## src/rtl/core/tagm_pkg.sv

```systemverilog
// ----------------------------------------------------------------------------
// tagm_pkg
// Shared types and constants of the tilt angle gesture matcher.
// ----------------------------------------------------------------------------
package tagm_pkg;

    localparam int SAMPLE_W   = 10;
    localparam int CENTER_W   = 11;
    localparam int TARGET_W   = 9;
    localparam int CODE_W     = 8;
    localparam int TOL_W      = 8;
    localparam int ENTRY_W    = 3 * TARGET_W + CODE_W;
    localparam int RAD_W      = 42;
    localparam int ROOT_W     = 21;
    localparam int REM_W      = 24;
    localparam int CORDIC_W   = 26;
    localparam int ANGLE_W    = 16;
    localparam int WIN_W      = 18;
    localparam int STEP_W     = 4;
    localparam int CNT_W      = 5;
    localparam int SQRT_STEPS = ROOT_W;
    localparam int CORDIC_STEPS = 16;

    localparam logic [TOL_W-1:0] TOL_RESET = 8'd10;

    localparam logic CMD_ADD    = 1'b0;
    localparam logic CMD_SAMPLE = 1'b1;

    localparam logic [1:0] PHASE_X = 2'd0;
    localparam logic [1:0] PHASE_Y = 2'd1;
    localparam logic [1:0] PHASE_Z = 2'd2;

    typedef struct packed {
        logic              add_entry;
        logic              load_sample;
        logic              sq_load;
        logic              sqrt_step;
        logic              cordic_init;
        logic              cordic_step;
        logic              angle_store;
        logic              scan_rd;
        logic              scan_eval;
        logic              flush;
        logic [STEP_W-1:0] step;
        logic [1:0]        phase;
    } tagm_cmd_t;

    // atan(2^-i) in units of 2^-16 degree
    function automatic logic [CORDIC_W-1:0] step_angle(input logic [STEP_W-1:0] i);
        logic [CORDIC_W-1:0] a;
        unique case (i)
            4'd0:    a = 26'd2949120;
            4'd1:    a = 26'd1740967;
            4'd2:    a = 26'd919879;
            4'd3:    a = 26'd466945;
            4'd4:    a = 26'd234379;
            4'd5:    a = 26'd117304;
            4'd6:    a = 26'd58666;
            4'd7:    a = 26'd29335;
            4'd8:    a = 26'd14668;
            4'd9:    a = 26'd7334;
            4'd10:   a = 26'd3667;
            4'd11:   a = 26'd1833;
            4'd12:   a = 26'd917;
            4'd13:   a = 26'd458;
            4'd14:   a = 26'd229;
            4'd15:   a = 26'd115;
            default: a = 26'd0;
        endcase
        return a;
    endfunction

endpackage

```

## src/rtl/core/tilt_angle_gesture_match.sv

```systemverilog
// ----------------------------------------------------------------------------
// tilt_angle_gesture_match
// Accelerometer tilt angle gesture matcher with a table of target motions.
// ----------------------------------------------------------------------------
// An add item (cmd 0) leaves busy low. A sample item (cmd 1) holds busy
// through three passes of a bit-serial square root and a CORDIC unit
// (shared), then one table read per entry plus a final compare and a
// flush. Matches leave on result_valid for one cycle each, in table order,
// with last on the final one, which comes out in the same cycle that busy
// falls; results cannot be held off.
module tilt_angle_gesture_match #(
    parameter int MAX_ENTRIES = 16
) (
    input  logic                                 clk,
    input  logic                                 rst_n,
    input  logic                                 start,
    output logic                                 busy,
    input  logic                                 cmd,
    input  logic [tagm_pkg::SAMPLE_W-1:0]        sample_x,
    input  logic [tagm_pkg::SAMPLE_W-1:0]        sample_y,
    input  logic [tagm_pkg::SAMPLE_W-1:0]        sample_z,
    input  logic signed [tagm_pkg::TARGET_W-1:0] target_x,
    input  logic signed [tagm_pkg::TARGET_W-1:0] target_y,
    input  logic signed [tagm_pkg::TARGET_W-1:0] target_z,
    input  logic [tagm_pkg::CODE_W-1:0]          entry_code,
    input  logic                                 tolerance_we,
    input  logic [tagm_pkg::TOL_W-1:0]           tolerance,
    output logic                                 result_valid,
    output logic [tagm_pkg::CODE_W-1:0]          match_code,
    output logic                                 last
);

    import tagm_pkg::*;

    localparam int CW = $clog2(MAX_ENTRIES + 1);

    tagm_cmd_t     dp_cmd;
    logic [CW-1:0] count;
    logic [CW-1:0] scan_idx;

    tagm_ctrl #(
        .MAX_ENTRIES (MAX_ENTRIES)
    ) u_ctrl (
        .clk      (clk),
        .rst_n    (rst_n),
        .start    (start),
        .cmd      (cmd),
        .count    (count),
        .busy     (busy),
        .dp_cmd   (dp_cmd),
        .scan_idx (scan_idx)
    );

    tagm_dp #(
        .MAX_ENTRIES (MAX_ENTRIES)
    ) u_dp (
        .clk          (clk),
        .rst_n        (rst_n),
        .dp_cmd       (dp_cmd),
        .scan_idx     (scan_idx),
        .sample_x     (sample_x),
        .sample_y     (sample_y),
        .sample_z     (sample_z),
        .target_x     (target_x),
        .target_y     (target_y),
        .target_z     (target_z),
        .entry_code   (entry_code),
        .tolerance_we (tolerance_we),
        .tolerance    (tolerance),
        .count        (count),
        .result_valid (result_valid),
        .match_code   (match_code),
        .last         (last)
    );

endmodule

```

## src/rtl/core/tagm_ram.sv

```systemverilog
// ----------------------------------------------------------------------------
// tagm_ram
// Generic single write port RAM with one registered read port.
// ----------------------------------------------------------------------------
module tagm_ram #(
    parameter int WIDTH = 35,
    parameter int DEPTH = 16
) (
    input  logic                                 clk,
    input  logic                                 we,
    input  logic [((DEPTH > 1) ? $clog2(DEPTH) : 1)-1:0] waddr,
    input  logic [WIDTH-1:0]                     wdata,
    input  logic                                 re,
    input  logic [((DEPTH > 1) ? $clog2(DEPTH) : 1)-1:0] raddr,
    output logic [WIDTH-1:0]                     rdata
);

    logic [WIDTH-1:0] mem [DEPTH];
    logic [WIDTH-1:0] rdata_reg;

    always_ff @(posedge clk)
    begin
        if (we)
        begin
            mem[waddr] <= wdata;
        end
        if (re)
        begin
            rdata_reg <= mem[raddr];
        end
    end

    assign rdata = rdata_reg;

endmodule

```

## src/rtl/core/tagm_ctrl.sv

```systemverilog
// ----------------------------------------------------------------------------
// tagm_ctrl
// Sequencer: three root/CORDIC passes, then the table scan and final flush.
// ----------------------------------------------------------------------------
module tagm_ctrl #(
    parameter int MAX_ENTRIES = 16
) (
    input  logic                                   clk,
    input  logic                                   rst_n,
    input  logic                                   start,
    input  logic                                   cmd,
    input  logic [$clog2(MAX_ENTRIES+1)-1:0]       count,
    output logic                                   busy,
    output tagm_pkg::tagm_cmd_t                    dp_cmd,
    output logic [$clog2(MAX_ENTRIES+1)-1:0]       scan_idx
);

    import tagm_pkg::*;

    localparam int CW = $clog2(MAX_ENTRIES + 1);

    typedef enum logic [2:0] {
        S_IDLE, S_SQ, S_SQRT, S_CINIT, S_CORDIC, S_ANGLE, S_SCAN, S_FLUSH
    } state_t;

    state_t           state_reg;
    logic [CNT_W-1:0] cnt_reg;
    logic [1:0]       phase_reg;
    logic [CW-1:0]    idx_reg;

    always_ff @(posedge clk or negedge rst_n)
    begin
        if (!rst_n)
        begin
            state_reg <= S_IDLE;
            cnt_reg   <= '0;
            phase_reg <= PHASE_X;
            idx_reg   <= '0;
        end
        else
        begin
            unique case (state_reg)
                S_IDLE:
                begin
                    if (start && cmd == CMD_SAMPLE)
                    begin
                        phase_reg <= PHASE_X;
                        state_reg <= S_SQ;
                    end
                end
                S_SQ:
                begin
                    cnt_reg   <= '0;
                    state_reg <= S_SQRT;
                end
                S_SQRT:
                begin
                    if (cnt_reg == CNT_W'(SQRT_STEPS - 1))
                    begin
                        state_reg <= S_CINIT;
                    end
                    cnt_reg <= cnt_reg + 1'b1;
                end
                S_CINIT:
                begin
                    cnt_reg   <= '0;
                    state_reg <= S_CORDIC;
                end
                S_CORDIC:
                begin
                    if (cnt_reg == CNT_W'(CORDIC_STEPS - 1))
                    begin
                        state_reg <= S_ANGLE;
                    end
                    cnt_reg <= cnt_reg + 1'b1;
                end
                S_ANGLE:
                begin
                    if (phase_reg == PHASE_Z)
                    begin
                        idx_reg   <= '0;
                        state_reg <= S_SCAN;
                    end
                    else
                    begin
                        phase_reg <= phase_reg + 1'b1;
                        state_reg <= S_SQ;
                    end
                end
                S_SCAN:
                begin
                    if (idx_reg == count)
                    begin
                        state_reg <= S_FLUSH;
                    end
                    else
                    begin
                        idx_reg <= idx_reg + 1'b1;
                    end
                end
                S_FLUSH:
                begin
                    state_reg <= S_IDLE;
                end
                default:
                begin
                    state_reg <= S_IDLE;
                end
            endcase
        end
    end

    assign busy     = (state_reg != S_IDLE);
    assign scan_idx = idx_reg;

    always_comb
    begin
        dp_cmd             = '0;
        dp_cmd.step        = cnt_reg[STEP_W-1:0];
        dp_cmd.phase       = phase_reg;
        dp_cmd.add_entry   = (state_reg == S_IDLE) && start && (cmd == CMD_ADD);
        dp_cmd.load_sample = (state_reg == S_IDLE) && start && (cmd == CMD_SAMPLE);
        dp_cmd.sq_load     = (state_reg == S_SQ);
        dp_cmd.sqrt_step   = (state_reg == S_SQRT);
        dp_cmd.cordic_init = (state_reg == S_CINIT);
        dp_cmd.cordic_step = (state_reg == S_CORDIC);
        dp_cmd.angle_store = (state_reg == S_ANGLE);
        // entry idx is read while entry idx-1 is compared
        dp_cmd.scan_rd     = (state_reg == S_SCAN) && (idx_reg < count);
        dp_cmd.scan_eval   = (state_reg == S_SCAN) && (idx_reg != '0);
        dp_cmd.flush       = (state_reg == S_FLUSH);
    end

endmodule

```

## src/rtl/core/tagm_dp.sv

```systemverilog
// ----------------------------------------------------------------------------
// tagm_dp
// Datapath: centering, bit-serial root, CORDIC vectoring, table and window test.
// ----------------------------------------------------------------------------
module tagm_dp #(
    parameter int MAX_ENTRIES = 16
) (
    input  logic                                 clk,
    input  logic                                 rst_n,
    input  tagm_pkg::tagm_cmd_t                  dp_cmd,
    input  logic [$clog2(MAX_ENTRIES+1)-1:0]     scan_idx,
    input  logic [tagm_pkg::SAMPLE_W-1:0]        sample_x,
    input  logic [tagm_pkg::SAMPLE_W-1:0]        sample_y,
    input  logic [tagm_pkg::SAMPLE_W-1:0]        sample_z,
    input  logic signed [tagm_pkg::TARGET_W-1:0] target_x,
    input  logic signed [tagm_pkg::TARGET_W-1:0] target_y,
    input  logic signed [tagm_pkg::TARGET_W-1:0] target_z,
    input  logic [tagm_pkg::CODE_W-1:0]          entry_code,
    input  logic                                 tolerance_we,
    input  logic [tagm_pkg::TOL_W-1:0]           tolerance,
    output logic [$clog2(MAX_ENTRIES+1)-1:0]     count,
    output logic                                 result_valid,
    output logic [tagm_pkg::CODE_W-1:0]          match_code,
    output logic                                 last
);

    import tagm_pkg::*;

    localparam int CW = $clog2(MAX_ENTRIES + 1);
    localparam int AW = (MAX_ENTRIES > 1) ? $clog2(MAX_ENTRIES) : 1;

    // configuration and table control
    logic [TOL_W-1:0]  tol_reg;
    logic [CW-1:0]     count_reg;
    logic              ram_we;
    logic [ENTRY_W-1:0] ram_wdata;
    logic [ENTRY_W-1:0] ram_rdata;

    always_ff @(posedge clk or negedge rst_n)
    begin
        if (!rst_n)
        begin
            tol_reg   <= TOL_RESET;
            count_reg <= '0;
        end
        else
        begin
            if (tolerance_we)
            begin
                tol_reg <= tolerance;
            end
            if (ram_we)
            begin
                count_reg <= count_reg + 1'b1;
            end
        end
    end

    assign count     = count_reg;
    assign ram_we    = dp_cmd.add_entry && (count_reg < CW'(MAX_ENTRIES));
    assign ram_wdata = {target_x, target_y, target_z, entry_code};

    tagm_ram #(
        .WIDTH (ENTRY_W),
        .DEPTH (MAX_ENTRIES)
    ) u_table (
        .clk   (clk),
        .we    (ram_we),
        .waddr (count_reg[AW-1:0]),
        .wdata (ram_wdata),
        .re    (dp_cmd.scan_rd),
        .raddr (scan_idx[AW-1:0]),
        .rdata (ram_rdata)
    );

    // centered readings: 2r - 1023, always odd
    logic signed [CENTER_W-1:0] cx_reg, cy_reg, cz_reg;
    logic signed [CENTER_W:0]   cx_wide, cy_wide, cz_wide;

    assign cx_wide = $signed({1'b0, sample_x, 1'b0}) - 12'sd1023;
    assign cy_wide = $signed({1'b0, sample_y, 1'b0}) - 12'sd1023;
    assign cz_wide = $signed({1'b0, sample_z, 1'b0}) - 12'sd1023;

    always_ff @(posedge clk)
    begin
        if (dp_cmd.load_sample)
        begin
            cx_reg <= cx_wide[CENTER_W-1:0];
            cy_reg <= cy_wide[CENTER_W-1:0];
            cz_reg <= cz_wide[CENTER_W-1:0];
        end
    end

    // radicand of the current pass
    logic signed [CENTER_W-1:0]     sq_a, sq_b;
    logic signed [2*CENTER_W-1:0]   sq_aa, sq_bb;
    logic [2*CENTER_W-1:0]          sq_sum;

    always_comb
    begin
        unique case (dp_cmd.phase)
            PHASE_X:
            begin
                sq_a = cy_reg;
                sq_b = cz_reg;
            end
            PHASE_Y:
            begin
                sq_a = cx_reg;
                sq_b = cz_reg;
            end
            default:
            begin
                sq_a = cx_reg;
                sq_b = cy_reg;
            end
        endcase
    end

    assign sq_aa  = sq_a * sq_a;
    assign sq_bb  = sq_b * sq_b;
    assign sq_sum = $unsigned(sq_aa) + $unsigned(sq_bb);

    // restoring square root, one result bit a cycle
    logic [RAD_W-1:0]  rad_reg;
    logic [REM_W-1:0]  rem_reg;
    logic [ROOT_W-1:0] root_reg;
    logic [REM_W-1:0]  rem_shift;
    logic [REM_W-1:0]  trial;

    assign rem_shift = {rem_reg[REM_W-3:0], rad_reg[RAD_W-1:RAD_W-2]};
    assign trial     = {1'b0, root_reg, 2'b01};

    always_ff @(posedge clk)
    begin
        if (dp_cmd.sq_load)
        begin
            rad_reg  <= {sq_sum[RAD_W-21:0], 20'd0};
            rem_reg  <= '0;
            root_reg <= '0;
        end
        else if (dp_cmd.sqrt_step)
        begin
            rad_reg <= {rad_reg[RAD_W-3:0], 2'b00};
            if (rem_shift >= trial)
            begin
                rem_reg  <= rem_shift - trial;
                root_reg <= {root_reg[ROOT_W-2:0], 1'b1};
            end
            else
            begin
                rem_reg  <= rem_shift;
                root_reg <= {root_reg[ROOT_W-2:0], 1'b0};
            end
        end
    end

    // CORDIC vectoring on (den, num)
    logic signed [CORDIC_W-1:0] cx_v_reg, cy_v_reg, cz_v_reg;
    logic signed [CORDIC_W-1:0] root_s, cnum_s, cz_abs_s;
    logic signed [CORDIC_W-1:0] xs, ys, step_a;
    logic signed [CORDIC_W-1:0] z_round;
    logic signed [ANGLE_W-1:0]  angle;
    logic                       neg_z;

    assign root_s   = $signed({{(CORDIC_W-ROOT_W){1'b0}}, root_reg});
    assign cnum_s   = (dp_cmd.phase == PHASE_X)
                      ? $signed({{(CORDIC_W-CENTER_W-10){cx_reg[CENTER_W-1]}}, cx_reg, 10'd0})
                      : $signed({{(CORDIC_W-CENTER_W-10){cy_reg[CENTER_W-1]}}, cy_reg, 10'd0});
    assign neg_z    = cz_reg[CENTER_W-1];
    assign cz_abs_s = neg_z
                      ? -$signed({{(CORDIC_W-CENTER_W-10){cz_reg[CENTER_W-1]}}, cz_reg, 10'd0})
                      : $signed({{(CORDIC_W-CENTER_W-10){cz_reg[CENTER_W-1]}}, cz_reg, 10'd0});

    assign xs     = cx_v_reg >>> dp_cmd.step;
    assign ys     = cy_v_reg >>> dp_cmd.step;
    assign step_a = $signed(step_angle(dp_cmd.step));

    always_ff @(posedge clk)
    begin
        if (dp_cmd.cordic_init)
        begin
            cz_v_reg <= '0;
            if (dp_cmd.phase == PHASE_Z)
            begin
                cx_v_reg <= cz_abs_s;
                cy_v_reg <= root_s;
            end
            else
            begin
                cx_v_reg <= root_s;
                cy_v_reg <= cnum_s;
            end
        end
        else if (dp_cmd.cordic_step)
        begin
            if (!cy_v_reg[CORDIC_W-1])
            begin
                cx_v_reg <= cx_v_reg + ys;
                cy_v_reg <= cy_v_reg - xs;
                cz_v_reg <= cz_v_reg + step_a;
            end
            else
            begin
                cx_v_reg <= cx_v_reg - ys;
                cy_v_reg <= cy_v_reg + xs;
                cz_v_reg <= cz_v_reg - step_a;
            end
        end
    end

    // round 2^-16 degree to 1/64 degree
    assign z_round = cz_v_reg + 26'sd512;
    assign angle   = (dp_cmd.phase == PHASE_Z && neg_z)
                     ? -$signed(z_round[CORDIC_W-1:10])
                     : $signed(z_round[CORDIC_W-1:10]);

    logic signed [ANGLE_W-1:0] ax_reg, ay_reg, az_reg;

    always_ff @(posedge clk)
    begin
        if (dp_cmd.angle_store)
        begin
            unique case (dp_cmd.phase)
                PHASE_X: ax_reg <= angle;
                PHASE_Y: ay_reg <= angle;
                default: az_reg <= angle;
            endcase
        end
    end

    // window test on the entry read last cycle
    logic signed [TARGET_W-1:0] e_tx, e_ty, e_tz;
    logic [CODE_W-1:0]          e_code;
    logic                       hit;

    assign e_tx   = $signed(ram_rdata[ENTRY_W-1 -: TARGET_W]);
    assign e_ty   = $signed(ram_rdata[ENTRY_W-1-TARGET_W -: TARGET_W]);
    assign e_tz   = $signed(ram_rdata[CODE_W+TARGET_W-1 -: TARGET_W]);
    assign e_code = ram_rdata[CODE_W-1:0];

    function automatic logic in_win(input logic signed [ANGLE_W-1:0] ang,
                                    input logic signed [TARGET_W-1:0] tgt,
                                    input logic [TOL_W-1:0] tol);
        logic signed [WIN_W-1:0] t, w, lo, hi, a;
        t  = WIN_W'(tgt);
        w  = $signed({{(WIN_W-TOL_W){1'b0}}, tol});
        lo = (t - w) <<< 6;
        hi = (t + w) <<< 6;
        a  = WIN_W'(ang);
        return (a > lo) && (a < hi);
    endfunction

    assign hit = in_win(ax_reg, e_tx, tol_reg) && in_win(ay_reg, e_ty, tol_reg)
                 && in_win(az_reg, e_tz, tol_reg);

    // one match held back so the final one can carry last
    logic              pend_valid_reg;
    logic [CODE_W-1:0] pend_code_reg;
    logic              out_valid_reg;
    logic [CODE_W-1:0] out_code_reg;
    logic              out_last_reg;

    always_ff @(posedge clk or negedge rst_n)
    begin
        if (!rst_n)
        begin
            pend_valid_reg <= 1'b0;
            out_valid_reg  <= 1'b0;
        end
        else
        begin
            out_valid_reg <= 1'b0;
            if (dp_cmd.load_sample)
            begin
                pend_valid_reg <= 1'b0;
            end
            else if (dp_cmd.scan_eval && hit)
            begin
                pend_valid_reg <= 1'b1;
                out_valid_reg  <= pend_valid_reg;
            end
            else if (dp_cmd.flush)
            begin
                pend_valid_reg <= 1'b0;
                out_valid_reg  <= pend_valid_reg;
            end
        end
    end

    always_ff @(posedge clk)
    begin
        if (dp_cmd.scan_eval && hit)
        begin
            pend_code_reg <= e_code;
            out_code_reg  <= pend_code_reg;
            out_last_reg  <= 1'b0;
        end
        else if (dp_cmd.flush)
        begin
            out_code_reg <= pend_code_reg;
            out_last_reg <= 1'b1;
        end
    end

    assign result_valid = out_valid_reg;
    assign match_code   = out_code_reg;
    assign last         = out_last_reg;

endmodule
```

## config.mk

```make
export PLATFORM = sky130hd
export DESIGN_NAME = tilt_angle_gesture_match
export DESIGN_NICKNAME = d
export VERILOG_FILES = /design/src/rtl/core/tagm_pkg.sv /design/src/rtl/core/tilt_angle_gesture_match.sv /design/src/rtl/core/tagm_ram.sv /design/src/rtl/core/tagm_ctrl.sv /design/src/rtl/core/tagm_dp.sv
export SDC_FILE = /design/constraint.sdc
export NUM_CORES = 2
export LEC_CHECK = 0
export BUFFER_PORTS_ARGS = -buffer_cell sky130_fd_sc_hd__buf_2
export CORE_MARGIN = 2
export CORE_UTILIZATION = 40
export DETAILED_ROUTE_END_ITERATION = 10
export GPL_ROUTABILITY_DRIVEN = 0
export SLEW_MARGIN = 20
export SYNTH_ARGS = -nofsm -noshare
export SYNTH_HDL_FRONTEND = slang
export SYNTH_HIERARCHICAL = 1
export SYNTH_SLANG_ARGS = --single-unit
export TNS_END_PERCENT = 20
```

## constraint.sdc

```tcl
create_clock -name clk -period 10.2 [get_ports clk]
set_input_delay 0.51 -clock clk [delete_from_list [all_inputs] [get_ports clk]]
set_output_delay 0.51 -clock clk [all_outputs]
set_load 0.1 [all_outputs]
```

# Word level (Yosys, flattened, before mapping)
# Memory sizes are Yosys's and may differ from the RTL's. A register that Yosys moved wholly into a read port is not among the register bits.
# Index checks and enable logic that the tools add are counted.
[word_totals]
mem_count = 2
reg_bits = 271
ram_bits = 560
rom_bits = 352
in_bits = 78
wordCells = 158
out_inout_bits = 11
[classes]
bitwise = 2
n_reduce_logical = 34
n_eq_ne = 19
shift = 2
n_mul = 2
add_sub_neg = 24
muxes = 41
n_lt_le_gt_ge = 9
[memory_table]
columns = ["name", "depth", "width", "rd", "rd_clocked_by_memory_dff", "wr", "line_no", "text"]
rows = [
  ["u_dp.u_table.mem", 16, 35, 1, 1, 1, "tagm_ram.sv:18", "logic [WIDTH-1:0] mem [DEPTH];"],
  ["(no name shown)", 16, 22, 1, 0, 0, "tagm_pkg.sv:51", "unique case (i)"],
]
[op_table]
columns = ["op", "n"]
rows = [
  ["26-bit two-way mux", 11],
  ["42-bit two-way mux", 2],
  ["26-bit adder", 3],
  ["26-bit subtractor", 3],
  ["26-bit by 4-bit >>> shifter with 26-bit output", 2],
  ["16-bit greater-than comparator", 3],
  ["16-bit less-than comparator", 3],
  ["11-bit by 11-bit multiplier with 22-bit output", 2],
  ["11-bit by 10-bit subtractor with 11-bit output (second input constant)", 3],
  ["9-bit by 9-bit adder with 10-bit output", 3],
  ["9-bit by 9-bit subtractor with 10-bit output", 3],
  ["26-bit by 11-bit adder with 26-bit output (second input constant)", 1],
  ["21-bit negation with 26-bit output", 1],
  ["24-bit by 23-bit >= comparator with 1-bit output", 1],
  ["3-bit one-hot mux with 8 select lines", 1],
  ["22-bit adder", 1],
  ["11-bit two-way mux", 2],
  ["22-bit two-way mux", 1],
  ["22-bit subtractor", 1],
  ["5-bit one-hot mux with 2 select lines", 2],
  ["16-bit two-way mux", 1],
  ["8-bit two-way mux", 2],
  ["16-bit negation", 1],
  ["5-bit by 1-bit adder with 5-bit output (second input constant)", 3],
  ["29 further kinds", 77],
]

# Longest topological paths before layout
[depth]
depth_word = 8
depth_mapped = 29
depth_no_buf = 28

# Hierarchy
# The synthesis kept the hierarchy.
[by_module_without_submodules]
columns = ["mod", "n_inst", "cells_per_inst", "seq_area_each_um2", "area_per_inst_um2"]
rows = [
  ["tagm_dp", 1, 3281, 6764.0, 30415.4],
  ["tagm_ram", 1, 914, 17867.1, 22404.0],
  ["tagm_ctrl", 1, 136, 375.4, 1218.7],
]

# Worst setup path before layout
# OpenSTA, ideal clock, no wires.
[synth_timing]
path_kind = "flip-flop to flip-flop"
from = "reg u_ctrl.phase_reg[1]"
to = "reg u_dp.rad_reg[41] (data pin)"
path_slack_ps = 2060
required_time_ps = 9929
setup_time_ps = 271
arrival_ps = 7869
path_stages_with_launch = 29
path_buffers = 2
synth_period_minus_slack_ps = 8140
path_cell_list = "dfrtp_1 -> clkbuf_1 -> nor2_1 -> clkbuf_1 -> mux2i_1 -> clkinv_1 -> nand2_1 -> inv_1 -> fa_1 -> fa_1 -> inv_1 -> fa_1 -> fa_1 -> inv_1 -> fa_1 -> inv_1 -> fa_1 -> fa_1 -> inv_1 -> ha_1 -> a21o_1 -> a211oi_1 -> o21ai_0 -> a41oi_1 -> a21oi_1 -> a41o_1 -> o41ai_1 -> xnor2_1 -> a21oi_1"
[synth_between]
elab_chain_len = 6
word_cells_on_any_way = 9
cone_classes = "add/sub (1); mul (2); eq/ne (1); mux (3); reduce/logical (2)"
[synth_rtl]
columns = ["element", "line_no", "text"]
rows = [
  ["start: declaration", "tagm_ctrl.sv:28", "logic [1:0] phase_reg;"],
  ["start signal: assignment", "tagm_ctrl.sv:86", "phase_reg <= phase_reg + 1'b1;"],
  ["2-bit by 1-bit == test with 1-bit output or 2-bit zero test (tied branches)", "tagm_dp.sv:101", "unique case (dp_cmd.phase)"],
  ["2-bit OR reduction (no line)", "-", ""],
  ["11-bit two-way mux", "tagm_dp.sv:101", ""],
  ["11-bit by 11-bit multiplier with 22-bit output", "tagm_dp.sv:121", "assign sq_bb = sq_b * sq_b;"],
  ["22-bit adder (*)", "tagm_dp.sv:122", "assign sq_sum = $unsigned(sq_aa) + $unsigned(sq_bb);"],
  ["42-bit two-way mux (*)", "tagm_dp.sv:136", "if (dp_cmd.sq_load)"],
  ["end signal: assignment", "tagm_dp.sv:138", "rad_reg <= {sq_sum[RAD_W-21:0], 20'd0};"],
  ["end signal: assignment", "tagm_dp.sv:144", "rad_reg <= {rad_reg[RAD_W-3:0], 2'b00};"],
  ["end: declaration", "tagm_dp.sv:125", "logic [RAD_W-1:0] rad_reg;"],
]
# Every way passes the cells marked *; elsewhere a longest branch is shown, timed or not.
# A chain may end at the register's enable or synchronous reset.

# Final worst setup path
# Same ends and word-level chain as after synthesis.

==> qor.yml <==
clock_tree:
  numCtsBuffers: 94
  clkLatencyLatePin_ps: 750
  clock_path_buffers: 3
  cts_root_buf: "clkbuf_16"
  cts_tree: "yes"
  clock_sinks: 861
  htreeDepth: 3
  path_clk_slew_ps: 70
  post-cts-setup-buffers: 0
synthesis:
  synth_top_cell_by_area: "edfxtp_1"
  synth_top_family_by_area: "adder cells"
  ys_seq_area_frac: 0.4628
  synth_area_leaders: "edfxtp_1 42%, fa_1 8.7%, ha_1 7.2%"
  synth-adder-area-share: 0.1591
  async_flop_share: 0.03484
  yosysMostFrequentCell: "edfxtp_1"
  synth_compound_area_frac: 0.09523
  synthesis.area_mm2: 0.05404
  avgSynthCellArea_um2: 12.48
  yosys-top-cells-count: "761 x edfxtp_1, 423 x inv_1, 311 x ha_1"
  synthSimpleGateAreaFrac: 0.08092
  ys_ff_latch: 861
  yosys.area.top_type_share: 0.4229
  synth_enable_flop_cells: 761
  ys_types: 96
  syn_inst: 4331
  ys_warn_count: 6
  syn_nets: 4955
  synthMuxAreaShare: 0.1134
  synth_xor_area_frac: 0.04126
  synth_ff_type: "edfxtp_1"
grt:
  grt_overflow: 0
  antenna_found_initial: 9
  grt_max_degree: 74
  grt_first_pass_wirelength_um: 211000
  first_global_vias: 34393
  grt_use_total: 0.2002
drt:
  vias: 34578
  drt_pass1_iterations: 6
  wirelength_um: 137400
  drt-vias-per-instance: 5.510
  drc_errors: 0
  ant_nets: 0
  wl_per_cell_um: 21.90
  drt_iter0_markers: 2714
worst_setup_path:
  cp_slowest_cell: "nor2_2"
  worstPathBufferInverterCount: 6
  crit_path_frequent_cell: "fa_1"
  critPathLaunchType: "flop"
  critPathLaunch: "u_ctrl/phase_reg[1]$_DFFE_PN0P_"
  cp.arrival_ps: 9350
  cp-end-kind: "flop"
  slowest_delay_ps: 760
  timing.rr.start: "u_ctrl/phase_reg[1]$_DFFE_PN0P_"
  path_delay_family: "adder cells"
  required_ps: 10600
  path_class: "reg2reg"
  worst-path-max-fanout: 13
sta:
  finalHoldViolations: 0
  max-slew-margin-rel: 0.2497
  setup_tns_ps: 0
  tightest_slew_ps: 1097
  max_freq_ghz: 0.1118
  setup_slack_ps: 1254
  fin_crit_ps: 8946
  clock_skew_ps: 81.55
  post-route-period-util: 0.8771
  fin_hold_ws_ps: 48.96
  maxSlewViolCount: 0
  finalSetupViolations: 0
  rsz0062_at_grt: "false"
pwr:
  power.leakage_nw: 22.86
  ir_drop_uv: 143.6
  power_density_mw_per_mm2: 137.9
cells_and_area:
  drive_above_1_share: 0.1190
  largest_reg_flops: 560
  final_nets: 5055
  area_growth_pct: 10.68
floorplan:
  die_area_mm2: 0.1380
  die-height_um: 371.6
  ioPinCount: 89
  fp.dieW_um: 371.6
  core_mm2: 0.1338
  rows: 134
  start_util: 0.4039
worst_hold_path:
  hp-start: "tolerance[2]"
  hold_path_class: "in2reg"
flow_run:
  max_cap_viol_count: 0
place:
  post-place-ws_ps: 1258
  port_buffers: 88
  dp_hpwl_um: 92940
run_status:
  outcome: "finished, final reports clean"
## where the power goes
| group | switching, mW | internal [mW] | total, mW |
|---|---|---|---|
| clock network | 1.49 | 1.92 | 3.41 |
| logic | 0.485 | 0.347 | 0.832 |
| registers | 0.0894 | 3.92 | 4.01 |
## area by class of cell
class | instances | area, um^2
clock buffers | 106 | 2397
fillers | 12124 | 73980
multi-input cells | 2865 | 26660
inverters | 434 | 1629
diodes | 1 | 2.502
clock inverters | 65 | 716.9
repair buffers | 175 | 1174
well taps | 1768 | 2212
flip-flops and latches | 861 | 25020
## per-stage QoR
stage          area [um^2]    util  instances  total power [mW]
6_report             59810  0.4470       6275             8.248
4_1_cts              59800  0.4470       6274             8.328
3_3_place_gp         56370  0.4213       6071             4.884
5_1_grt              59810  0.4470       6275             8.586
2_1_floorplan        54040       -       4331             4.653
3_5_place_dp         56370  0.4213       6071             4.895
## layer usage
| metal | GRT usage | up-vias | wire, um |
|---|---|---|---|
| met1 | 0.2876 | 17343 | 63270 |
| met5 | 0 | - | 73 |
| met4 | 0.04885 | 12 | 2944 |
| li1 | - | 16078 | - |
| met3 | 0.03445 | 183 | 8066 |
| met2 | 0.3154 | 962 | 63050 |
## repair_timing
item                      in CTS  in global routing
hold endpoints to repair      59                  0
gates resized for setup        0                  0
hold buffers                  32                  0
## path summary, 6_finish.rpt
kind / depth (start not counted) / end / slack (ps)
min in group asynchronous: 3 / u_dp/tol_reg[7]$_DFFE_PN0P_ / 390
setup reg to reg: 26 / u_dp/rad_reg[41]$_DFFE_PP_ / 1250
hold / removal: 3 / u_dp/tol_reg[2]$_DFFE_PN0P_ / 50
setup / recovery: 26 / u_dp/rad_reg[41]$_DFFE_PP_ / 1250
hold reg to reg: 0 / u_dp/match_code[2]$_DFFE_PP_ / 410
max in group asynchronous: 3 / u_ctrl/cnt_reg[0]$_DFFE_PN0P_ / 9280
## kinds of logic after synthesis
logic type | Yosys count
AND/OR/NAND/NOR | 943
flip-flops | 861
AO/OA/AOI/OAI | 779
buffers and inverters | 605
adder cells (fa/ha/maj) | 546
multiplexers | 343
XOR/XNOR | 253
other | 1
## worst min-delay path: stages
cell     delay [ps]
buf_2            80
nand2_1          70
o21ai_0          80
## cells in the final DEF, fill, tap and decap left out, drive strengths merged, types with 143 or more instances in the layout
cell type / synthesis / layout
buf: 78 / 143
edfxtp: 761 / 761
a21oi: 182 / 182
xnor2: 170 / 170
inv: 426 / 431
o21ai: 154 / 154
ha: 311 / 311
mux4: 191 / 191
nor2: 298 / 298
fa: 235 / 235
nand2: 304 / 304
(Power assumes the default switching activity.)
